<file path="config.mk">
export PLATFORM = sky130hd
export DESIGN_NAME = spi_bridge_transaction_sequencer_unit
export DESIGN_NICKNAME = d
export VERILOG_FILES = /design/src/sbts_pkg.sv /design/src/sbts_frame_build.sv /design/src/sbts_script.sv /design/src/spi_bridge_transaction_sequencer_unit.sv
export SDC_FILE = /design/constraint.sdc
export NUM_CORES = 1
export LEC_CHECK = 0
export BUFFER_PORTS_ARGS = -buffer_cell sky130_fd_sc_hd__clkbuf_2
export CORE_ASPECT_RATIO = 1.75
export CORE_MARGIN = 5
export CORE_UTILIZATION = 40
export DETAILED_ROUTE_END_ITERATION = 12
export PLACE_DENSITY = 0.58
export SLEW_MARGIN = 20
export SYNTH_ARGS = -nofsm -noshare
export SYNTH_HDL_FRONTEND = slang
export SYNTH_HIERARCHICAL = 1
export SYNTH_SLANG_ARGS = --single-unit
</file>
<file path="constraint.sdc">
create_clock -name clk -period 6.3 [get_ports clk]
set_input_delay 0.945 -clock clk [delete_from_list [all_inputs] [get_ports clk]]
set_output_delay 0.945 -clock clk [all_outputs]
set_load 0.01 [all_outputs]
</file>
<file path="src/sbts_pkg.sv">
package sbts_pkg;

  localparam int ADDR_WIDTH   = 13;
  localparam int ADDR_FIELD_W = 13;
  localparam int CFG_IDX_W    = 1;

  localparam logic [2:0] ACT_SINGLE     = 3'd0;
  localparam logic [2:0] ACT_VERIFY_WR  = 3'd1;
  localparam logic [2:0] ACT_CHIP_WRITE = 3'd2;
  localparam logic [2:0] ACT_CHIP_READ  = 3'd3;
  localparam logic [2:0] ACT_REPLY      = 3'd4;

  localparam logic [1:0] MEM_WAVE = 2'd0;
  localparam logic [1:0] MEM_RAM  = 2'd1;
  localparam logic [1:0] MEM_TXC  = 2'd2;
  localparam logic [1:0] MEM_USER = 2'd3;

  localparam logic [2:0] STAT_OK       = 3'd0;
  localparam logic [2:0] STAT_VFY_FAIL = 3'd1;
  localparam logic [2:0] STAT_BUSY     = 3'd2;
  localparam logic [2:0] STAT_TMO1     = 3'd3;
  localparam logic [2:0] STAT_TMO2     = 3'd4;
  localparam logic [2:0] STAT_MISMATCH = 3'd5;

  localparam logic [CFG_IDX_W-1:0] CFG_WRITE_TRIES = 1'd0;
  localparam logic [CFG_IDX_W-1:0] CFG_POLL_LIMIT  = 1'd1;

  localparam logic [3:0] WRITE_TRIES_RST = 4'd3;
  localparam logic [3:0] POLL_LIMIT_RST  = 4'd3;

  // bridge register map in user memory
  localparam logic [ADDR_FIELD_W-1:0] USR_STATUS = 13'd2;
  localparam logic [ADDR_FIELD_W-1:0] USR_CADDR  = 13'd4;
  localparam logic [ADDR_FIELD_W-1:0] USR_DATA   = 13'd5;
  localparam logic [7:0]              BRG_GO     = 8'd2;

  typedef struct packed {
    logic [2:0]              action;
    logic [1:0]              mem_select;
    logic                    write_flag;
    logic                    ram_half;
    logic [ADDR_FIELD_W-1:0] address;
    logic [7:0]              data_byte;
    logic [7:0]              reply_byte;
  } in_item_t;

  typedef struct packed {
    logic [31:0] frame;
    logic        frame_valid;
    logic        done_res;
    logic [2:0]  status;
    logic [7:0]  read_data;
  } out_item_t;

  typedef struct packed {
    logic [3:0] write_tries;
    logic [3:0] poll_limit;
  } cfg_t;

  typedef struct packed {
    logic [1:0]              mem;
    logic                    wr;
    logic                    half;
    logic [ADDR_FIELD_W-1:0] addr;
    logic [7:0]              data;
  } frame_req_t;

endpackage

</file>
<file path="src/sbts_frame_build.sv">
module sbts_frame_build (
  input  sbts_pkg::frame_req_t req,
  output logic [31:0]          frame
);

  logic [22:0] word;

  always_comb begin
    word = '0;
    case (req.mem)
      sbts_pkg::MEM_WAVE: begin
        word[21]    = 1'b1;
        word[20:8]  = req.addr[12:0];
      end
      sbts_pkg::MEM_RAM: begin
        word[22]    = req.wr;
        word[20]    = 1'b1;
        word[17]    = req.half;
        word[16:8]  = req.addr[8:0];
      end
      sbts_pkg::MEM_TXC: begin
        word[22]    = req.wr;
        word[19]    = 1'b1;
        word[17:8]  = req.addr[9:0];
      end
      default: begin
        word[22]    = req.wr;
        word[18]    = 1'b1;
        word[10:8]  = req.addr[2:0];
      end
    endcase
    word[7:0] = req.data;
  end

  assign frame = {word, 9'd0};

endmodule

</file>
<file path="src/sbts_script.sv">
module sbts_script #(
  parameter int ADDR_WIDTH = sbts_pkg::ADDR_WIDTH
) (
  input  logic                 clk,
  input  logic                 rst_n,
  input  logic                 en,
  input  sbts_pkg::in_item_t   item,
  input  sbts_pkg::cfg_t       cfg,
  output sbts_pkg::out_item_t  result
);

  typedef enum logic [3:0] {
    ST_IDLE, ST_SINGLE, ST_VW_WRITE, ST_VW_READ, ST_BUSY, ST_ADDR1, ST_DATA1, ST_GO1,
    ST_POLL1, ST_CLR1, ST_ADDR2, ST_DATA2, ST_GO2, ST_POLL2, ST_CLR2, ST_RTRN
  } step_e;

  step_e                 step_r, step_nxt;
  logic [1:0]            kind_r, kind_nxt;
  logic [3:0]            try_r, try_nxt;
  logic [3:0]            poll_r, poll_nxt;
  logic [1:0]            mem_r, mem_nxt;
  logic                  wr_r, wr_nxt;
  logic                  half_r, half_nxt;
  logic [ADDR_WIDTH-1:0] addr_r, addr_nxt;
  logic [7:0]            data_r, data_nxt;

  logic                  fin;
  logic                  live;
  logic [2:0]            stat;
  logic [3:0]            tries;
  logic [7:0]            rb;
  logic [6:0]            chip_addr;
  sbts_pkg::frame_req_t  req;
  logic [31:0]           frame;

  assign tries     = (cfg.write_tries == 4'd0) ? 4'd1 : cfg.write_tries;
  assign rb        = item.reply_byte;
  assign chip_addr = addr_nxt[6:0];

  always_comb begin
    step_nxt = step_r;
    kind_nxt = kind_r;
    try_nxt  = try_r;
    poll_nxt = poll_r;
    mem_nxt  = mem_r;
    wr_nxt   = wr_r;
    half_nxt = half_r;
    addr_nxt = addr_r;
    data_nxt = data_r;
    fin      = 1'b0;
    live     = 1'b0;
    stat     = sbts_pkg::STAT_OK;
    if (item.action <= sbts_pkg::ACT_CHIP_READ) begin
      live     = 1'b1;
      mem_nxt  = item.mem_select;
      wr_nxt   = item.write_flag;
      half_nxt = item.ram_half;
      addr_nxt = ADDR_WIDTH'(item.address);
      data_nxt = (item.action == sbts_pkg::ACT_CHIP_READ) ? 8'd0 : item.data_byte;
      kind_nxt = item.action[1:0];
      try_nxt  = 4'd0;
      poll_nxt = 4'd0;
      case (item.action)
        sbts_pkg::ACT_SINGLE:     step_nxt = ST_SINGLE;
        sbts_pkg::ACT_VERIFY_WR:  step_nxt = ST_VW_WRITE;
        sbts_pkg::ACT_CHIP_WRITE: step_nxt = ST_BUSY;
        default:                  step_nxt = ST_ADDR2;
      endcase
    end else if (item.action == sbts_pkg::ACT_REPLY && step_r != ST_IDLE) begin
      live = 1'b1;
      case (step_r)
        ST_SINGLE:   fin = 1'b1;
        ST_VW_WRITE: step_nxt = ST_VW_READ;
        ST_VW_READ: begin
          if (rb == data_r) begin
            fin = 1'b1;
          end else if (({1'b0, try_r} + 5'd1) >= {1'b0, tries}) begin
            fin  = 1'b1;
            stat = sbts_pkg::STAT_VFY_FAIL;
          end else begin
            try_nxt  = try_r + 4'd1;
            step_nxt = ST_VW_WRITE;
          end
        end
        ST_BUSY: begin
          if (rb[6:5] != 2'b00) begin
            fin  = 1'b1;
            stat = sbts_pkg::STAT_BUSY;
          end else begin
            step_nxt = ST_ADDR1;
          end
        end
        ST_POLL1, ST_POLL2: begin
          if (rb[5]) begin
            poll_nxt = 4'd0;
            step_nxt = (step_r == ST_POLL1) ? ST_CLR1 : ST_CLR2;
          end else if (poll_r >= cfg.poll_limit) begin
            fin  = 1'b1;
            stat = (step_r == ST_POLL1 || kind_r == sbts_pkg::ACT_CHIP_READ[1:0]) ?
                   sbts_pkg::STAT_TMO1 : sbts_pkg::STAT_TMO2;
          end else begin
            poll_nxt = poll_r + 4'd1;
          end
        end
        ST_RTRN: begin
          fin  = 1'b1;
          stat = (kind_r == sbts_pkg::ACT_CHIP_WRITE[1:0] && rb != data_r) ?
                 sbts_pkg::STAT_MISMATCH : sbts_pkg::STAT_OK;
        end
        ST_ADDR1: step_nxt = ST_DATA1;
        ST_DATA1: step_nxt = ST_GO1;
        ST_GO1:   step_nxt = ST_POLL1;
        ST_CLR1:  step_nxt = ST_ADDR2;
        ST_ADDR2: step_nxt = ST_DATA2;
        ST_DATA2: step_nxt = ST_GO2;
        ST_GO2:   step_nxt = ST_POLL2;
        ST_CLR2:  step_nxt = ST_RTRN;
        default:  fin = 1'b1;
      endcase
      if (fin) begin
        step_nxt = ST_IDLE;
      end
    end
  end

  // frame request for the step being entered
  always_comb begin
    req      = '0;
    req.mem  = sbts_pkg::MEM_USER;
    req.addr = sbts_pkg::USR_DATA;
    case (step_nxt)
      ST_SINGLE, ST_VW_WRITE, ST_VW_READ: begin
        req.mem  = mem_nxt;
        req.half = half_nxt;
        req.addr = sbts_pkg::ADDR_FIELD_W'(addr_nxt);
        req.wr   = (step_nxt == ST_SINGLE) ? wr_nxt : (step_nxt == ST_VW_WRITE);
        req.data = (step_nxt == ST_VW_READ) ? 8'd0 : data_nxt;
      end
      ST_BUSY, ST_POLL1, ST_POLL2: req.addr = sbts_pkg::USR_STATUS;
      ST_ADDR1, ST_ADDR2: begin
        req.wr   = 1'b1;
        req.addr = sbts_pkg::USR_CADDR;
        req.data = {step_nxt == ST_ADDR1, chip_addr};
      end
      ST_DATA1, ST_DATA2: begin
        req.wr   = 1'b1;
        req.data = data_nxt;
      end
      ST_GO1, ST_GO2: begin
        req.wr   = 1'b1;
        req.addr = sbts_pkg::USR_STATUS;
        req.data = sbts_pkg::BRG_GO;
      end
      ST_CLR1, ST_CLR2: begin
        req.wr   = 1'b1;
        req.addr = sbts_pkg::USR_STATUS;
      end
      default: req.wr = 1'b0;
    endcase
  end

  sbts_frame_build u_frame (
    .req   (req),
    .frame (frame)
  );

  always_comb begin
    result = '0;
    if (fin) begin
      result.done_res  = 1'b1;
      result.status    = stat;
      result.read_data = rb;
    end else if (live) begin
      result.frame       = frame;
      result.frame_valid = 1'b1;
    end
  end

  always_ff @(posedge clk) begin
    if (!rst_n) begin
      step_r <= ST_IDLE;
      kind_r <= 2'd0;
      try_r  <= 4'd0;
      poll_r <= 4'd0;
      mem_r  <= 2'd0;
      wr_r   <= 1'b0;
      half_r <= 1'b0;
      addr_r <= '0;
      data_r <= 8'd0;
    end else if (en) begin
      step_r <= step_nxt;
      kind_r <= kind_nxt;
      try_r  <= try_nxt;
      poll_r <= poll_nxt;
      mem_r  <= mem_nxt;
      wr_r   <= wr_nxt;
      half_r <= half_nxt;
      addr_r <= addr_nxt;
      data_r <= data_nxt;
    end
  end

endmodule

</file>
<file path="src/spi_bridge_transaction_sequencer_unit.sv">
// channel   direction  handshake            payload
// in_       input      in_valid / in_stall  sbts_pkg::in_item_t
// out_      output     out_valid/out_stall  sbts_pkg::out_item_t
// cfg_      input      cfg_valid/cfg_ready  cfg_index, cfg_data
//
// one item per cycle unless out_stall holds the result register; a transferred item passes through
// the input register, then script logic into the result register
// every input item gives exactly one result item
// rst_n is synchronous; it empties both registers and restores the script and config
// out_stall holds the result register and backs up into in_stall
module spi_bridge_transaction_sequencer_unit #(
  parameter int ADDR_WIDTH = sbts_pkg::ADDR_WIDTH
) (
  input  logic                               clk,
  input  logic                               rst_n,
  input  logic                               in_valid,
  output logic                               in_stall,
  input  sbts_pkg::in_item_t                 in_data,
  output logic                               out_valid,
  input  logic                               out_stall,
  output sbts_pkg::out_item_t                out_data,
  input  logic                               cfg_valid,
  output logic                               cfg_ready,
  input  logic [sbts_pkg::CFG_IDX_W-1:0]     cfg_index,
  input  logic [3:0]                         cfg_data
);

  logic                in_vld_r;
  sbts_pkg::in_item_t  in_item_r;
  logic                out_vld_r;
  sbts_pkg::out_item_t out_item_r;
  sbts_pkg::cfg_t      cfg_r;
  sbts_pkg::out_item_t result;
  logic                adv;
  logic                step_en;

  assign adv       = !out_vld_r || !out_stall;
  assign in_stall  = in_vld_r && !adv;
  assign step_en   = in_vld_r && adv;
  assign cfg_ready = 1'b1;
  assign out_valid = out_vld_r;
  assign out_data  = out_item_r;

  sbts_script #(
    .ADDR_WIDTH (ADDR_WIDTH)
  ) u_script (
    .clk    (clk),
    .rst_n  (rst_n),
    .en     (step_en),
    .item   (in_item_r),
    .cfg    (cfg_r),
    .result (result)
  );

  always_ff @(posedge clk) begin
    if (!rst_n) begin
      in_vld_r          <= 1'b0;
      out_vld_r         <= 1'b0;
      cfg_r.write_tries <= sbts_pkg::WRITE_TRIES_RST;
      cfg_r.poll_limit  <= sbts_pkg::POLL_LIMIT_RST;
    end else begin
      if (!in_stall) begin
        in_vld_r <= in_valid;
      end
      if (adv) begin
        out_vld_r <= in_vld_r;
      end
      if (cfg_valid && cfg_ready) begin
        case (cfg_index)
          sbts_pkg::CFG_WRITE_TRIES: cfg_r.write_tries <= cfg_data;
          sbts_pkg::CFG_POLL_LIMIT:  cfg_r.poll_limit  <= cfg_data;
          default: cfg_r <= cfg_r;
        endcase
      end
    end
  end

  always_ff @(posedge clk) begin
    if (in_valid && !in_stall) begin
      in_item_r <= in_data;
    end
    if (step_en) begin
      out_item_r <= result;
    end
  end

endmodule

</file>
==> flow_metrics.env <==
export IMPL_timing_final_hold_violations=0
export IMPL_setup_ws_ps=2380
export IMPL_r2r_end="out_data[34]$_DFFE_PP_"
export IMPL_drtPass1Iterations=5
export IMPL_pwr_share_comb=0.095
export IMPL_wirelength_um=15500
export IMPL_antenna_left=0
export IMPL_cts_tree="built"
export IMPL_rsz0062_at_grt="false"
export IMPL_ioPinCount=94
export IMPL_grt_max_degree=43
export IMPL_leakage_nw=2.96
export IMPL_routed_via_density=5.27
export IMPL_ys_ff_latch=130
export IMPL_min_period_ps=3920
export IMPL_io_buffers=92
export IMPL_place_gp_congestion=0.909
export IMPL_netlist_area_mm2=0.00649
export IMPL_vdd_ir_drop_max_mv=0.171
export IMPL_grt_overflow=0
export IMPL_numClockSinks=130
export IMPL_vias=4772
export IMPL_clock_fmax_mhz=255
export IMPL_fin_crit_sh=0.623
export IMPL_crit_fanout=15
export IMPL_hold_ws_ps=452
export IMPL_final_setup_skew_ps=8.67
export IMPL_clockBufferDepth=2
export IMPL_required_ps=6470
export IMPL_hold_buffers=0
export IMPL_wl_per_cell_um=17.2
export IMPL_critPathKind="register to register"
export IMPL_worstMarginPinSlew_ps=975
export IMPL_grt_use_total=0.169
export IMPL_hpwl_um=11300
export IMPL_clkPwrFrac=0.470
export IMPL_grt_pass1_wl_um=25000
export IMPL_core_mm2=0.0160
export IMPL_antenna_cells=0
export IMPL_rows=61
export IMPL_final_common_cell="clkbuf_2"
export IMPL_clk_latency_ps=420
export IMPL_r2r_start="cfg_r[6]$_SDFFE_PN0P_"
export IMPL_netSwitchingFraction=0.241
export IMPL_setup_viol=0
export IMPL_rr_worst_depth=15
export IMPL_status="completed"
export IMPL_crit_path_end_kind="register"
export IMPL_die_w_um=106
export IMPL_max_cap_viol_count=0
export IMPL_post_cts_buffers=0
export IMPL_dpl_cell_area_mm2=0.00700
export IMPL_drv_slew=0
export IMPL_pre_cts_ws_ps=2430
export IMPL_power_switching_mw=0.540
export IMPL_r2r_slack_ps=2380
export IMPL_cts_htree_levels=4
export IMPL_powerDensity_mw_per_mm2=293
export IMPL_drive_gt1_frac=0.213
export IMPL_yosysSeqAreaShare=0.526
export IMPL_postSynthAreaPerCell_um2=10.3
export IMPL_synth_cell_types=71
export IMPL_grt_pass1_vias=4906
export IMPL_drt_initial_drc_count=202
export IMPL_tns_ps=0
export IMPL_hp_class="register to register"
export IMPL_final_cell_mix="clkbuf_2, nand2_1, edfxtp_1, dfxtp_1, a21oi_1"
export IMPL_cp_arrival_ps=4090
export IMPL_synth_flop_cell="edfxtp_1"
export IMPL_total_power_mw=2.24
export IMPL_drc=0
export IMPL_intPower_mw=1.70
export IMPL_nNetsFinal=765
export IMPL_clkTransAtPathRegs_ps=60
export IMPL_synth_edff_count=81
export IMPL_die_height_um=179
export IMPL_min_delay_path_depth=2
export IMPL_worstSetupStartpoint="cfg_r[6]$_SDFFE_PN0P_"
export IMPL_maxSlewHeadroom=0.349
export IMPL_areaGrowthSynthToFinish_pct=17.9
export IMPL_final_area_mm2=0.00766
export IMPL_yosysWarnings=6
export IMPL_crit_end="out_data[34]$_DFFE_PP_"
export IMPL_cts_resized=0
export IMPL_die_area_mm2=0.0190
export IMPL_pwr_share_seq=0.435
export IMPL_initial_core_util=0.407
export IMPL_synthCells=633
export IMPL_cts_buffers=17
export IMPL_start_kind="register"
export IMPL_antenna_found_initial=0
export IMPL_synthArstFlopShare=0
export IMPL_root_buffer="clkbuf_16"
## metrics by stage
stage                     instances   util
after floorplan                 641      -
after global placement          873  0.439
after detailed placement        873  0.439
after CTS                       905  0.478
after global routing            906  0.480
final                           906  0.480
## area by class of cell
type,count,area [um^2]
well taps,189,236
flip-flops and latches,130,3410
fillers,1494,8300
inverters,21,78.8
clock buffers,18,429
clock inverters,14,203
repair buffers,99,526
multi-input cells,435,2770
## power by group through the flow
stage / logic (mW) / clock network [mW] / registers [mW]
6_report: 0.212 / 1.05 / 0.975
5_1_grt: 0.235 / 1.11 / 0.979
4_1_cts: 0.213 / 1.07 / 0.976
3_5_place_dp: 0.212 / 0 / 0.994
3_3_place_gp: 0.208 / 0 / 0.993
2_1_floorplan: 0.150 / 0 / 0.992
## critical path, stage by stage (launching register included)
cell and delay, ps:
dfxtp_1 330, inv_1 60, a31o_2 240, ha_1 250, nand2b_1 140, a211oi_1 210, o21ai_0 260, o21a_1 310
nor2_1 490, o211ai_1 140, buf_4 230, a211o_1 340, ha_1 270, nor2b_4 190, nor3b_1 70, and2_1 140
## registers in the layout, summed over array words and instances (netlist names)
| signal | cells |
|---|---|
| in_vld_r | 1 |
| u_script/wr_r | 1 |
| u_script/mem_r | 2 |
| u_script/data_r | 8 |
| out_valid | 1 |
| u_script/addr_r | 13 |
| u_script/poll_r | 4 |
| u_script/kind_r | 2 |
| u_script/half_r | 1 |
| u_script/step_r | 4 |
| cfg_r | 8 |
| out_data | 45 |
| u_script/try_r | 4 |
| in_item_r | 36 |
## synth_stat cells, types with 3 or more instances
| cell | count | area share |
|---|---|---|
| a211o_1 | 3 | 0.0040 |
| nor3b_1 | 7 | 0.0081 |
| o32ai_1 | 8 | 0.011 |
| edfxtp_1 | 81 | 0.37 |
| nand4b_1 | 3 | 0.0040 |
| nand2b_1 | 6 | 0.0058 |
| or2_1 | 4 | 0.0039 |
| nand2_1 | 84 | 0.049 |
| xnor2_1 | 11 | 0.015 |
| nand3_1 | 22 | 0.017 |
| and2_1 | 42 | 0.040 |
| o211ai_1 | 9 | 0.010 |
| o21a_1 | 3 | 0.0035 |
| a211oi_1 | 6 | 0.0069 |
| xor2_1 | 3 | 0.0040 |
| or3_1 | 3 | 0.0029 |
| mux2i_1 | 23 | 0.035 |
| nor2_1 | 39 | 0.023 |
| ha_1 | 15 | 0.029 |
| clkbuf_1 | 24 | 0.014 |
| o21ai_1 | 3 | 0.0023 |
| o21ai_0 | 16 | 0.012 |
| nand4_1 | 4 | 0.0039 |
| nor3_1 | 8 | 0.0062 |
| nor2b_1 | 6 | 0.0058 |
| dfxtp_1 | 49 | 0.15 |
| buf_4 | 22 | 0.025 |
| inv_1 | 19 | 0.011 |
| buf_2 | 7 | 0.0054 |
| a21oi_1 | 45 | 0.035 |
| nand3b_1 | 6 | 0.0069 |
## layer usage
layer,wire length (um),vias to the layer above,GRT usage
met2,8220,137,0.300
met1,6150,2243,0.188
met4,512,0,0.0902
li1,-,2360,-
met3,658,32,0.0351
met5,0,-,0
## worst min-delay path by stage
stage	startpoint	to	slack, ps
after floorplan	u_script/mem_r[0]$_SDFFE_PN0P_	u_script/mem_r[0]$_SDFFE_PN0P_	430
after global placement	u_script/mem_r[0]$_SDFFE_PN0P_	u_script/mem_r[0]$_SDFFE_PN0P_	440
after detailed placement	u_script/mem_r[1]$_SDFFE_PN0P_	u_script/mem_r[1]$_SDFFE_PN0P_	440
after CTS	u_script/mem_r[1]$_SDFFE_PN0P_	u_script/mem_r[1]$_SDFFE_PN0P_	450
after global routing	u_script/mem_r[0]$_SDFFE_PN0P_	u_script/mem_r[0]$_SDFFE_PN0P_	470
final	u_script/mem_r[1]$_SDFFE_PN0P_	u_script/mem_r[1]$_SDFFE_PN0P_	450
## cells by family (layout without fill, tap and decap cells)
family | count (synthesis) | count (layout) | synth area share
DFF | 130 | 130 | 0.526
and+or+nand+nor | 250 | 250 | 0.198
muxes | 24 | 24 | 0.0372
buffers and inverters | 76 | 152 | 0.0580
other | 2 | 10 | 0.00116
adders and majority gates | 15 | 15 | 0.0289
AOI/OAI and AO/OA | 122 | 122 | 0.132
xor gates and xnor gates | 14 | 14 | 0.0189
Power figures use the tool's default switching activity.
